### config.mk
export PLATFORM = sky130hd
export DESIGN_NAME = five_nearest_neighbour_select_core
export DESIGN_NICKNAME = d
export VERILOG_FILES = /design/src/fnns_pkg.sv /design/src/fnns_cell.sv /design/src/fnns_rsp_buf.sv /design/src/five_nearest_neighbour_select_core.sv
export SDC_FILE = /design/constraint.sdc
export NUM_CORES = 1
export LEC_CHECK = 0
export ABC_AREA = 1
export CORE_MARGIN = 2
export CORE_UTILIZATION = 40
export CTS_CLUSTER_SIZE = 30
export DETAILED_ROUTE_END_ITERATION = 7
export DONT_BUFFER_PORTS = 1
export RECOVER_POWER = 100
export SETUP_SLACK_MARGIN = 0.1
export SLEW_MARGIN = 20
export SYNTH_ARGS = -nofsm -noshare
export SYNTH_HDL_FRONTEND = slang
export SYNTH_SLANG_ARGS = --single-unit
### constraint.sdc
create_clock -name clock -period 9.3 [get_ports clock]
set_input_delay 0.465 -clock clock [delete_from_list [all_inputs] [get_ports clock]]
set_output_delay 0.465 -clock clock [all_outputs]
set_load 0.02 [all_outputs]
### src/fnns_pkg.sv
package fnns_pkg;

   localparam int RANKS           = 5;
   localparam int INDEX_BITS      = 12;
   localparam int DIST_FIELD_BITS = 24;
   localparam int COUNT_BITS      = 3;
   localparam int NEAREST_OUT     = 4;

   localparam int MAX_POINTS_DEF  = 4096;
   localparam int DIST_BITS_DEF   = 24;

   localparam int REQ_DATA_BITS   = 40;
   localparam int RSP_DATA_BITS   = 80;

   typedef struct packed {
      logic [COUNT_BITS-1:0]      found_count;
      logic [DIST_FIELD_BITS-1:0] fifth_distance;
      logic [INDEX_BITS-1:0]      nearest_index_3;
      logic [INDEX_BITS-1:0]      nearest_index_2;
      logic [INDEX_BITS-1:0]      nearest_index_1;
      logic [INDEX_BITS-1:0]      nearest_index_0;
   } result_type;

endpackage

### src/fnns_cell.sv
module fnns_cell #(
   parameter int DIST_BITS = fnns_pkg::DIST_BITS_DEF
) (
   input  logic                            clock,
   input  logic                            reset,
   input  logic                            insert_en,
   input  logic                            clear,
   input  logic [DIST_BITS-1:0]            new_dist,
   input  logic [fnns_pkg::INDEX_BITS-1:0] new_idx,
   input  logic                            left_gt,
   input  logic [DIST_BITS-1:0]            left_dist,
   input  logic [fnns_pkg::INDEX_BITS-1:0] left_idx,
   input  logic                            left_valid,
   output logic                            gt,
   output logic [DIST_BITS-1:0]            cur_dist,
   output logic [fnns_pkg::INDEX_BITS-1:0] idx,
   output logic                            valid,
   output logic [DIST_BITS-1:0]            upd_dist,
   output logic [fnns_pkg::INDEX_BITS-1:0] upd_idx,
   output logic                            upd_valid
);

   logic [DIST_BITS-1:0]            dist_ff;
   logic [fnns_pkg::INDEX_BITS-1:0] idx_ff;
   logic                            valid_ff;
   logic                            valid_in;

   // new item goes ahead of strictly larger entries and of empty slots
   assign gt = !valid_ff || (dist_ff > new_dist);

   always_comb begin
      upd_dist  = dist_ff;
      upd_idx   = idx_ff;
      upd_valid = valid_ff;
      if (insert_en) begin
         if (left_gt) begin
            upd_dist  = left_dist;
            upd_idx   = left_idx;
            upd_valid = left_valid;
         end else if (gt) begin
            upd_dist  = new_dist;
            upd_idx   = new_idx;
            upd_valid = 1'b1;
         end
      end
   end

   assign valid_in = clear ? 1'b0 : upd_valid;

   always_ff @(posedge clock) begin
      if (reset) begin
         valid_ff <= 1'b0;
      end else begin
         valid_ff <= valid_in;
      end
   end

   always_ff @(posedge clock) begin
      dist_ff <= upd_dist;
      idx_ff  <= upd_idx;
   end

   assign cur_dist = dist_ff;
   assign idx      = idx_ff;
   assign valid    = valid_ff;

endmodule

### src/fnns_rsp_buf.sv
module fnns_rsp_buf (
   input  logic                 clock,
   input  logic                 reset,
   input  logic                 push,
   input  fnns_pkg::result_type push_data,
   output logic                 can_accept,
   output logic                 out_valid,
   output fnns_pkg::result_type out_data,
   input  logic                 out_ready
);

   logic                 out_valid_ff, out_valid_in;
   logic                 skid_valid_ff, skid_valid_in;
   fnns_pkg::result_type out_data_ff, out_data_in;
   fnns_pkg::result_type skid_data_ff, skid_data_in;
   logic                 pop;

   assign pop = out_valid_ff && out_ready;

   always_comb begin
      out_valid_in  = out_valid_ff;
      out_data_in   = out_data_ff;
      skid_valid_in = skid_valid_ff;
      skid_data_in  = skid_data_ff;
      if (pop) begin
         if (skid_valid_ff) begin
            out_data_in   = skid_data_ff;
            skid_valid_in = 1'b0;
         end else if (push) begin
            out_data_in = push_data;
         end else begin
            out_valid_in = 1'b0;
         end
      end else if (push) begin
         if (!out_valid_ff) begin
            out_valid_in = 1'b1;
            out_data_in  = push_data;
         end else begin
            skid_valid_in = 1'b1;
            skid_data_in  = push_data;
         end
      end
   end

   always_ff @(posedge clock) begin
      if (reset) begin
         out_valid_ff  <= 1'b0;
         skid_valid_ff <= 1'b0;
      end else begin
         out_valid_ff  <= out_valid_in;
         skid_valid_ff <= skid_valid_in;
      end
   end

   always_ff @(posedge clock) begin
      out_data_ff  <= out_data_in;
      skid_data_ff <= skid_data_in;
   end

   assign can_accept = !skid_valid_ff;
   assign out_valid  = out_valid_ff;
   assign out_data   = out_data_ff;

endmodule

### src/five_nearest_neighbour_select_core.sv
// Five-cell insertion chain: one transaction per cycle while req_tready is high, each cell
// compares the new distance in parallel and shifts or loads in the same cycle.
// On the req transaction with tlast the result is registered into the rsp buffer.
// Throughput: 1 item/cycle; req_tready falls only while two results wait on rsp.
// Reset (synchronous): ranking emptied, element index back to zero, rsp empty.
module five_nearest_neighbour_select_core #(
   parameter int MAX_POINTS = fnns_pkg::MAX_POINTS_DEF,
   parameter int DIST_BITS  = fnns_pkg::DIST_BITS_DEF
) (
   input  logic                               clock,
   input  logic                               reset,
   input  logic                               req_tvalid,
   output logic                               req_tready,
   // [23:0] distance, [35:24] centre_index, [39:36] zero
   input  logic [fnns_pkg::REQ_DATA_BITS-1:0] req_tdata,
   input  logic                               req_tlast,  // is_last
   output logic                               rsp_tvalid,
   input  logic                               rsp_tready,
   // [11:0] nearest_index_0, [23:12] nearest_index_1, [35:24] nearest_index_2,
   // [47:36] nearest_index_3, [71:48] fifth_distance, [74:72] found_count, [79:75] zero
   output logic [fnns_pkg::RSP_DATA_BITS-1:0] rsp_tdata
);

   localparam int IB        = fnns_pkg::INDEX_BITS;
   localparam int N         = fnns_pkg::RANKS;
   localparam int IDX_SPAN  = 2 ** IB;
   localparam int CNT_LIMIT = (MAX_POINTS > IDX_SPAN) ? IDX_SPAN : MAX_POINTS;
   localparam logic [IB-1:0] CNT_LAST = IB'(CNT_LIMIT - 1);

   logic                 accept;
   logic                 insert_en;
   logic                 clear;
   logic [DIST_BITS-1:0] new_dist;
   logic [IB-1:0]        centre;
   logic [IB-1:0]        cnt_ff, cnt_in;

   logic                 lk_gt    [0:N];
   logic [DIST_BITS-1:0] lk_dist  [0:N];
   logic [IB-1:0]        lk_idx   [0:N];
   logic                 lk_valid [0:N];

   logic [DIST_BITS-1:0] up_dist  [0:N-1];
   logic [IB-1:0]        up_idx   [0:N-1];
   logic [N-1:0]         up_valid;

   fnns_pkg::result_type res;
   fnns_pkg::result_type out_res;
   logic                 buf_ready;

   assign accept    = req_tvalid && req_tready;
   assign new_dist  = DIST_BITS'(req_tdata[fnns_pkg::DIST_FIELD_BITS-1:0]);
   assign centre    = req_tdata[fnns_pkg::DIST_FIELD_BITS +: IB];
   assign insert_en = accept && (cnt_ff != centre);
   assign clear     = accept && req_tlast;

   always_comb begin
      cnt_in = cnt_ff;
      if (accept) begin
         if (req_tlast || cnt_ff == CNT_LAST) begin
            cnt_in = '0;
         end else begin
            cnt_in = cnt_ff + 1'b1;
         end
      end
   end

   always_ff @(posedge clock) begin
      if (reset) begin
         cnt_ff <= '0;
      end else begin
         cnt_ff <= cnt_in;
      end
   end

   assign lk_gt[0]    = 1'b0;
   assign lk_dist[0]  = '0;
   assign lk_idx[0]   = '0;
   assign lk_valid[0] = 1'b0;

   for (genvar k = 0; k < N; k++) begin : g_cell
      fnns_cell #(
         .DIST_BITS(DIST_BITS)
      ) u_cell (
         .clock     (clock),
         .reset     (reset),
         .insert_en (insert_en),
         .clear     (clear),
         .new_dist  (new_dist),
         .new_idx   (cnt_ff),
         .left_gt   (lk_gt[k]),
         .left_dist (lk_dist[k]),
         .left_idx  (lk_idx[k]),
         .left_valid(lk_valid[k]),
         .gt        (lk_gt[k+1]),
         .cur_dist  (lk_dist[k+1]),
         .idx       (lk_idx[k+1]),
         .valid     (lk_valid[k+1]),
         .upd_dist  (up_dist[k]),
         .upd_idx   (up_idx[k]),
         .upd_valid (up_valid[k])
      );
   end

   always_comb begin
      res.nearest_index_0 = up_valid[0] ? up_idx[0] : '0;
      res.nearest_index_1 = up_valid[1] ? up_idx[1] : '0;
      res.nearest_index_2 = up_valid[2] ? up_idx[2] : '0;
      res.nearest_index_3 = up_valid[3] ? up_idx[3] : '0;
      res.fifth_distance  = up_valid[N-1]
                            ? fnns_pkg::DIST_FIELD_BITS'(up_dist[N-1]) : '0;
      res.found_count     = fnns_pkg::COUNT_BITS'($countones(up_valid));
   end

   fnns_rsp_buf u_rsp_buf (
      .clock     (clock),
      .reset     (reset),
      .push      (clear),
      .push_data (res),
      .can_accept(buf_ready),
      .out_valid (rsp_tvalid),
      .out_data  (out_res),
      .out_ready (rsp_tready)
   );

   assign req_tready = buf_ready;
   assign rsp_tdata  = {{(fnns_pkg::RSP_DATA_BITS - $bits(fnns_pkg::result_type)){1'b0}},
                        out_res};

endmodule

==> summary.txt <==
Clock network
  • CTS H-tree lvls: 2
  • Setup bufs post-CTS: 0
  • CTS Buf Count: 38
  • TritonCTS clock tree: done
  • Clk slew on worst S/H paths: 0.06 ns
  • Clk Latency, worst-skew pair: 0.53 ns
  • Clock sink count: ~340
  • Root Driver: clkbuf_16
  • Clock Tree Buf Depth: 3

Yosys
  • Mapped Area: 17500 µm²
  • Syn Inst Count: slightly below 2000
  • Post-synthesis adder-cell area fraction: 8.94%
  • Post-synthesis sequential area ratio: between 50 and 60%
  • Post-synthesis mux area share: 0.129%
  • Syn Area/Cell: between 8 and 9 µm²
  • Yosys top cell by area: edfxtp_1
  • Largest cells by area after synthesis: edfxtp_1, dfxtp_1, nand2_1, ha_1, inv_1
  • Post-synth top area share: between 40% and 50%
  • Yosys warnings: 0
  • Largest family of logic cells by synthesized area: simple AND/OR/NAND/NOR gates
  • Synth Area in Simple Gates: approximately a fifth
  • Compound-Gate Fraction of Synth Area: under 10%
  • Xor/xnor cell area share of the yosys netlist: 0.650%
  • Synth Register Bits: roughly 340
  • Yosys cell types: 38

Pwr
  • Cell Pwr Density: just over 200 nW/µm²
  • Sw frac: a little over a quarter
  • VDD IR max: about 0.00011 V
  • Comb power frac: 13.0%
  • Reg power frac: a little under half
  • Pint: 2860 µW
  • Share of total power in the clock network: about 40%
  • Leak: roughly 0.0090 µW
  • Switch Pwr: a little over 1000 µW

Layout
  • Fin area: about 19000 µm²
  • Fillers: 4223
  • Final nets: 2112
  • Antenna cells: 0
  • Area of the multi-input gates: between 6000 and 7000 µm²
  • Layout cells sized above 1: 4.06%
  • Area Overhead vs Synth: 9.43%
  • FF/Latch Area: slightly above 9000 µm²

Timing
  • Final Slew Violations: 338
  • Slew at the pin closest to its max-slew limit: 3.97 ns
  • Hold slack: approximately 0.025 ns
  • Crit path time final: ~6 ns
  • RSZ-0062 raised after global routing: no
  • Fmax achieved: about 0.16 GHz
  • Endpoints failing hold: 0
  • Slew HR: -165%
  • Final Skew: between 0.015 and 0.02 ns
  • Crit share post-route: between 60% and 70%
  • Final setup viols: 0
  • Post-route setup TNS: 0 ns

GRT
  • Largest net degree at the start of global routing: 93
  • First-pass GRT wire length: 64900 µm
  • Number of global-route vias before repair: roughly 12000
  • Gr usage total: 18.1%
  • Initial antenna violation count: 0
  • GRT Residual Overflow: 0

Worst setup path
  • Element type at the critical path end: flip-flop
  • Delay-heaviest family, CP: buffers and inverters
  • CP bufs+invs: 5
  • Required time of the worst setup path: around 9.6 ns
  • Crit Path Category: flip-flop to flip-flop
  • Largest fanout on the critical path: 56
  • CP max-delay cell: clkbuf_1
  • Most common cell on crit path: inv_1
  • Critical Path Max Stage Delay: 1.92 ns
  • Worst Setup Start Kind: flip-flop
  • Critical path data arrival time: roughly 6.5 ns
  • Crit-path cells: xnor2_1 -> nand2_1 -> nor3_2 -> nand3_1 -> nand2_2 -> clkbuf_1 -> inv_4 -> nor2_1 -> inv_1 -> fa_1 -> inv_1 -> fa_1 -> inv_1 -> ha_1 -> mux2_2

Floorplanning
  • Initial core utilization: around two fifths
  • Core ar.: 43200 µm²
  • Top-Level Pins: ~130
  • Core Rows: 76
  • Die Y: approximately 210 µm
  • Die area: approximately 46000 µm²
  • Die Width: ~210 µm

Routing
  • Number of vias per cell: 4.95
  • First drt pass iteration count: 5
  • Wire per inst: ~16 µm
  • WL final: slightly above 40000 µm
  • DR vias: between 10000 and 15000
  • Final ANT Viol Nets: 0
  • Initial drt markers: around 810
  • Residual DRC count: 0

Place
  • GPL Wtd Cong: about 0.86
  • DP Area: 17900 µm²
  • Detailed Place HPWL: 28600 µm
  • IO buf count: 0

Status
  • Outcome: complete, but fails checks
  • Failing checks: max-capacitance violations, max-slew violations

Flow run
  • Maximum capacitance violations: 6

Worst hold path
  • Tightest Hold Check Type: input pin to flip-flop
cell families after synthesis:
group	after synthesis
XOR/XNOR	13
other	1
buffers and inverters	366
multiplexers	2
AO/OA/AOI/OAI	274
flip-flops	337
AND/OR/NAND/NOR	849
adder cells (fa/ha/maj)	124
cell type report:
| cell class | instances | area share (%) |
|---|---|---|
| flip-flops and latches | 337 | 48.0 |
| multi-input cells | 1267 | 35.3 |
| inverters | 283 | 5.57 |
| clock buffers | 48 | 5.42 |
| well taps | 585 | 3.82 |
| clock inverters | 21 | 1.23 |
| repair buffers | 16 | 0.698 |
registers in the layout, indices dropped and copies added (netlist names):
register / cells
cnt_ff: 12
g_cell.u_cell.cur_dist: 120
g_cell.u_cell.idx: 48
g_cell.u_cell.valid: 5
u_rsp_buf.out_data: 75
u_rsp_buf.out_valid: 1
u_rsp_buf.skid_data_ff: 75
u_rsp_buf.skid_valid_ff: 1
timing repair:
action	4_1_cts	5_1_grt
gates resized for setup	0	0
hold endpoints to repair	11	0
hold buffers	10	0
path summary, 6_finish.rpt:
path / startpoint / to / slack, ns / cells past startpoint
setup / recovery: cnt_ff[5] / u_rsp_buf.out_data[73] / 3.13 / 15
hold / removal: req_tdata[13] / g_cell[0].u_cell.cur_dist[13] / 0.03 / 0
setup reg to reg: cnt_ff[5] / u_rsp_buf.out_data[73] / 3.13 / 15
hold reg to reg: g_cell[3].u_cell.idx[6] / g_cell[3].u_cell.idx[6] / 0.53 / 3
routing by layer:
metal  share of wire [%]  wire (µm)  global-route usage [%]
met5                   0          0                       0
met4                 2.4        972                    5.72
met2                  45      18400                    29.0
met1                  47      19100                    24.7
met3                 5.1       2060                    3.52
power by group through the flow:
stage                     Clock [µW]  Sequential (µW)  Combinational, µW
after floorplan                    0             1850                395
after global placement             0             1860                482
after detailed placement           0             1870                501
after CTS                       1580             1840                509
after global routing            1640             1850                591
final                           1540             1840                504
layout by cell type (no fill, tap or decap), types with 3 or more instances in the layout:
cell type,netlist,routed
inv_1,279,279
o21ai_0,93,100
edfxtp_1,246,246
xor2_1,7,7
bufinv_16,0,5
nor3_1,5,5
xnor2_1,6,6
a21oi_1,155,155
nor2_1,169,170
clkinv_1,0,3
clkbuf_8,0,3
clkinv_2,0,10
nand3_1,143,143
clkbuf_16,0,39
a21o_1,4,4
and2_1,13,8
dfxtp_1,91,91
and2_0,0,5
o21ai_2,4,3
nand3b_1,24,24
clkbuf_1,30,9
nand4_1,31,31
o21a_1,5,6
dlygate4sd3_1,0,10
ha_1,122,122
buf_4,15,3
conb_1,1,5
nand2_1,445,450
nand2_2,9,5
o21bai_1,4,4
synth_stat cells:
cell	count
a211oi_1	2
nand3b_1	24
fa_1	2
o21a_1	5
buf_2	28
buf_6	10
o21a_2	1
nor2_1	169
conb_1	1
nor3_1	5
xor2_1	7
nand2_2	9
nor4_1	2
nand3_1	143
o21ai_0	93
dfxtp_1	91
nor2_2	2
buf_4	15
nor3_2	1
o21ai_1	6
o21ai_2	4
inv_2	2
mux2_2	2
or2_0	1
ha_1	122
o21bai_1	4
xnor2_1	6
nor3b_1	2
inv_1	279
clkbuf_1	30
nand2_4	2
nand2_1	445
and2_1	13
nand4_1	31
a21oi_1	155
edfxtp_1	246
inv_4	2
a21o_1	4
stage by stage:
step / total power (µW) / utilization, % / setup slack (ns) / instances
floorplan: 2240 / - / 2.75 / 1970
global placement: 2340 / 41.4 / 4.99 / 2478
detailed placement: 2370 / 41.4 / 4.94 / 2478
CTS: 3930 / 44.6 / 4.95 / 2557
global route: 4080 / 44.4 / 2.42 / 2557
finish: 3880 / 44.4 / 3.13 / 2557
(Power assumes the default switching activity.)
